`src/rtl/gle_pkg.sv`:
```
package gle_pkg;

   localparam int TABLE_SLOTS = 8192;
   localparam int SLOT_AW     = $clog2(TABLE_SLOTS);
   localparam int EPOCH_W     = 8;
   localparam int CODE_W      = 12;
   localparam int FREE_W      = CODE_W + 1;
   localparam int ACC_W       = 24;
   localparam int PEND_W      = 5;

   localparam logic [EPOCH_W-1:0] EPOCH_FIRST = EPOCH_W'(1);
   localparam logic [EPOCH_W-1:0] EPOCH_LAST  = {EPOCH_W{1'b1}};
   localparam logic [FREE_W-1:0]  MAX_CODE    = FREE_W'(4095);
   localparam logic [3:0]         MAX_WIDTH   = 4'd12;
   localparam logic [3:0]         MIN_SIZE_LO = 4'd2;
   localparam logic [3:0]         MIN_SIZE_HI = 4'd8;

   // Dictionary entry; an entry is live only when its epoch matches the current one.
   typedef struct packed {
      logic [EPOCH_W-1:0] epoch;
      logic [CODE_W-1:0]  prefix;
      logic [7:0]         suffix;
      logic [CODE_W-1:0]  code;
   } entry_type;

   localparam int ENTRY_W = $bits(entry_type);

   typedef enum logic [1:0] {
      PUSH_CUR,
      PUSH_CLEAR,
      PUSH_EOI
   } push_sel_type;

   typedef struct packed {
      logic         accept;
      logic         start_image;
      logic         push;
      push_sel_type push_sel;
      logic         final_set;
      logic         emit;
      logic         flush_emit;
      logic         finish;
      logic         probe_next;
      logic         insert;
      logic         restart;
      logic         cur_from_pix;
      logic         cur_from_hit;
      logic         wipe;
      logic         sweep_write;
   } cmd_type;

   typedef struct packed {
      logic active;
      logic last;
      logic out_free;
      logic pend_ge8;
      logic pend_nz;
      logic hit;
      logic live;
      logic room;
      logic epoch_max;
      logic sweep_done;
   } sts_type;

endpackage

```
`src/rtl/gle_ctrl.sv`:
```
module gle_ctrl (
   input  logic            clock,
   input  logic            reset,
   input  logic            req_valid,
   output logic            req_ready,
   input  gle_pkg::sts_type sts,
   output gle_pkg::cmd_type cmd
);

   typedef enum logic [3:0] {
      ST_SWEEP,
      ST_IDLE,
      ST_START,
      ST_CLEARCODE,
      ST_PROBE_RD,
      ST_PROBE_CMP,
      ST_MISS,
      ST_RESTART,
      ST_LAST,
      ST_EOI,
      ST_FLUSH,
      ST_DRAIN,
      ST_WIPE
   } state_type;

   state_type state_ff, state_in;
   state_type ret_ff, ret_in;

   assign req_ready = (state_ff == ST_IDLE);

   always_comb begin
      state_in = state_ff;
      ret_in   = ret_ff;
      cmd      = '0;
      cmd.push_sel = gle_pkg::PUSH_CUR;
      case (state_ff)
         ST_SWEEP: begin
            cmd.sweep_write = 1'b1;
            if (sts.sweep_done) begin
               state_in = ret_ff;
            end
         end
         ST_IDLE: begin
            if (req_valid) begin
               cmd.accept = 1'b1;
               state_in = sts.active ? ST_PROBE_RD : ST_START;
            end
         end
         ST_START: begin
            cmd.start_image = 1'b1;
            ret_in   = ST_CLEARCODE;
            state_in = ST_WIPE;
         end
         ST_CLEARCODE: begin
            cmd.push         = 1'b1;
            cmd.push_sel     = gle_pkg::PUSH_CLEAR;
            cmd.cur_from_pix = 1'b1;
            ret_in   = ST_LAST;
            state_in = ST_DRAIN;
         end
         ST_PROBE_RD: begin
            state_in = ST_PROBE_CMP;
         end
         ST_PROBE_CMP: begin
            if (sts.hit) begin
               cmd.cur_from_hit = 1'b1;
               state_in = ST_LAST;
            end else if (sts.live) begin
               cmd.probe_next = 1'b1;
               state_in = ST_PROBE_RD;
            end else begin
               cmd.push = 1'b1;
               ret_in   = ST_MISS;
               state_in = ST_DRAIN;
            end
         end
         ST_MISS: begin
            if (sts.room) begin
               cmd.insert       = 1'b1;
               cmd.cur_from_pix = 1'b1;
               state_in = ST_LAST;
            end else begin
               cmd.push     = 1'b1;
               cmd.push_sel = gle_pkg::PUSH_CLEAR;
               ret_in   = ST_RESTART;
               state_in = ST_DRAIN;
            end
         end
         ST_RESTART: begin
            cmd.restart      = 1'b1;
            cmd.cur_from_pix = 1'b1;
            ret_in   = ST_LAST;
            state_in = ST_WIPE;
         end
         ST_LAST: begin
            if (sts.last) begin
               cmd.push = 1'b1;
               ret_in   = ST_EOI;
               state_in = ST_DRAIN;
            end else begin
               state_in = ST_IDLE;
            end
         end
         ST_EOI: begin
            cmd.push      = 1'b1;
            cmd.push_sel  = gle_pkg::PUSH_EOI;
            cmd.final_set = 1'b1;
            ret_in   = ST_FLUSH;
            state_in = ST_DRAIN;
         end
         ST_FLUSH: begin
            if (!sts.pend_nz) begin
               cmd.finish = 1'b1;
               state_in = ST_IDLE;
            end else if (sts.out_free) begin
               cmd.flush_emit = 1'b1;
               cmd.finish     = 1'b1;
               state_in = ST_IDLE;
            end
         end
         ST_DRAIN: begin
            if (!sts.pend_ge8) begin
               state_in = ret_ff;
            end else if (sts.out_free) begin
               cmd.emit = 1'b1;
            end
         end
         ST_WIPE: begin
            cmd.wipe = 1'b1;
            state_in = sts.epoch_max ? ST_SWEEP : ret_ff;
         end
         default: begin
            state_in = ST_IDLE;
         end
      endcase
   end

   always_ff @(posedge clock) begin
      if (reset) begin
         state_ff <= ST_SWEEP;
         ret_ff   <= ST_IDLE;
      end else begin
         state_ff <= state_in;
         ret_ff   <= ret_in;
      end
   end

endmodule

```
`config.mk`:
```
export PLATFORM = sky130hd
export DESIGN_NAME = gle_ctrl
export DESIGN_NICKNAME = d
export VERILOG_FILES = /design/src/rtl/gle_pkg.sv /design/src/rtl/gle_ctrl.sv
export SDC_FILE = /design/constraint.sdc
export NUM_CORES = 1
export LEC_CHECK = 0
export ABC_AREA = 1
export ABC_CLOCK_PERIOD_IN_PS = 1500
export BUFFER_PORTS_ARGS = -buffer_cell sky130_fd_sc_hd__buf_2
export CAP_MARGIN = 5
export CORE_MARGIN = 2
export CORE_UTILIZATION = 25
export CTS_CLUSTER_SIZE = 25
export DETAILED_ROUTE_END_ITERATION = 12
export PLACE_DENSITY_LB_ADDON = 0.1
export SLEW_MARGIN = 15
export SYNTH_ARGS = -nofsm -noshare
export SYNTH_HDL_FRONTEND = slang
export SYNTH_SLANG_ARGS = --single-unit
```
`constraint.sdc`:
```
create_clock -name clock -period 1.5 [get_ports clock]
set_clock_uncertainty 0.2 [all_clocks]
set_input_delay 0.075 -clock clock [delete_from_list [all_inputs] [get_ports clock]]
set_output_delay 0.075 -clock clock [all_outputs]
set_load 0.005 [all_outputs]
```
==> summary.md <==
| Metric | Value |
|---|---|
| Status | finished, violations left |
| Failing checks | negative setup slack |
| Hold Path Class | input port to register |
| Final setup margin | -60.2 ps |
| Fin area | 0.00142 sq mm |
| Least-Margin Pin Slew | 194 ps |
| Clk_lat worst skew | 250 ps |
| Layout area overhead | 81.0% |
| First-pass GRT wire length | 4060 um |
| Worst path cell trace | nand2_2, inv_4, nand2_2, nand3_2, nor2_4, inv_1, buf_2 |
| Clock sinks | 8 |
| ANT cells | 0 |
| Via count of the first global-routing pass | 978 |
| CTS tree | done |
| Syn Std Cell Area | 783 sq um |
| Die H | 60.0 um |
| Final hold violation count | 0 |
| Core area | 0.00303 sq mm |
| Leak Pwr | 0.758 nW |
| Post-route DRC | 0 |
| Global Route Usage Sum | 15.1% |
| Worst path required time | 1220 ps |
| Die area | 0.00360 sq mm |
| Pre-CTS WS | -128 ps |
| Die width | 60.0 um |
| Commonest non-fill, non-tap cell in the layout | nand2_1 |
| Reg clk slew, reported paths | 50 ps |
| Final cell count without fillers | 243 |
| Final core utilization | 46.8% |
| Core Rows | 20 |
| Most frequent cells in the layout | nand2_1 (31), buf_2 (27), buf_4 (21) |
| Initial Util | 25.9% |
| Total power | 1.80 mW |
| Final Critical Period | 1560 ps |
| Slew Viols, Final | 0 |
| Syn Inst Count | 141 |
| Critical path class | register to output port |
| Initial antenna violation count | 0 |
| Crit. End Element | output port |
| Final setup fails | 9 |
| Ports | 30 |
| DRT iter0 DRCs | 18 |
| IR drop worst, VDD | 0.000670 V |
| H-tree depth | 1 |
| Total CTS buffers | 3 |
| Crit path largest cell delay | 390 ps |
| Setup TNS | -268 ps |
| Crit-path max FO | 6 |
| Final #Nets | 214 |
| F_max | 641 MHz |
| Total power divided by cell area | 1270 mW/mm^2 |
| Post-synthesis cell type count | 20 |
| RSZ-0062 raised after global routing | yes |
| Root Buffer | clkbuf_4 |
| Synthesis-stage register bit count | 8 |
| Placed Area | 0.00114 sq mm |
| Mapped Avg Cell Area | 5.55 sq um |
| Worst R2R Path Depth | 6 |
| Vias/cell | 4.31 |
| Pre-antenna DRT Iters | 4 |
| Max-slew headroom | 87.0% |
| # port buffers | 29 |
| Max cap viols | 0 |
| Slowest-stage cell, CP | dfxtp_4 |
| Crit path DAT | 1290 ps |
| Via count | 1,048 |
| Placed insts | 234 |
| Worst hold path stage count | 5 |
| Largest net degree at the start of global routing | 9 |
| Syn_nets | 154 |
| RePlAce Congestion | 0.779 |
| Yosys Warn Count | 0 |
| Share of cells above drive strength 1 | 59.3% |
| Startpoint types | register |
| Sequential area share after synthesis | 20.4% |
| Hold slack | 76.7 ps |
| Final worst-path cycle share | 104% |
| Clock Path Buffers | 2 |
| Wire per inst | 10.5 um |
| Most frequent CP cell | nand2_2 |
| Final wirelength | 2550 um |
| Grt total ovfl | 0 |
| Dpl hpwl | 2130 um |
| ANT nets after route | 0 |
layer usage:
layer,up-vias,share of wire [%],GRT usage (%)
met5,-,0,0
met4,0,1.7,7.62
met3,5,2.2,2.60
met2,21,49,25.6
met1,471,47,18.1
li1,551,-,-
cell type report:
| cell class | count | area [sq um] |
|---|---|---|
| clock buffers | 3 | 22.5 |
| fillers | 317 | 1610 |
| inverters | 29 | 124 |
| multi-input cells | 103 | 661 |
| flip-flops and latches | 8 | 175 |
| well taps | 44 | 55.1 |
| repair buffers | 56 | 380 |
Yosys cell counts (all sizes together):
library cell / count / area [sq um]
a21oi: 7 / 35.0
buf: 1 / 3.75
dfxtp: 8 / 160
inv: 29 / 109
nand2: 46 / 198
nand3: 14 / 70.1
nand3b: 1 / 7.51
nand4: 2 / 27.5
nor2: 25 / 119
nor3: 1 / 5.00
o211ai: 3 / 22.5
o21a: 1 / 7.51
o21ai: 3 / 18.8
where the power goes:
group	internal [mW]	total, mW	leakage (nW)	switching [mW]
sequential	0.281	0.394	0.0680	0.114
clock	0.0910	0.157	0.0138	0.0656
combinational	0.572	1.25	0.676	0.673
total	0.944	1.80	0.758	0.852
cells by family (layout without fill, tap and decap cells):
| family | after synthesis | in the layout | synth area share, % |
|---|---|---|---|
| compound gates | 14 | 14 | 10.7 |
| buf+inv | 30 | 88 | 14.4 |
| flops | 8 | 8 | 20.4 |
| simple gates | 89 | 89 | 54.5 |
sequential cells by signal (all words and copies together) (netlist names):
| register | cells |
|---|---|
| ret_ff | 4 |
| state_ff | 4 |
worst max-delay path: cells and delay by family, from the launching register on:
family / cells / cell delay (ps)
buffers and inverters: 3 / 220
flip-flops: 1 / 390
AND/OR/NAND/NOR: 4 / 420
final timing paths:
| check | start | end | slack, ps |
|---|---|---|---|
| worst max-delay path | state_ff[1] | cmd[13] | -60 |
| worst min-delay path | sts[0] | state_ff[2] | 80 |
| worst max register to register | state_ff[1] | state_ff[0] | 0 |
| worst min register to register | ret_ff[1] | ret_ff[1] | 270 |
what timing repair did:
| action | in CTS | in global routing |
|---|---|---|
| pin swaps | 5 | 10 |
| endpoints found under the setup margin | 24 | 24 |
| setup buffers | 4 | 0 |
| hold buffers | 2 | 0 |
| resized for setup | 28 | 37 |
| endpoints found under the hold margin | 8 | 0 |
No activity file was read; power rests on OpenSTA's default activity.
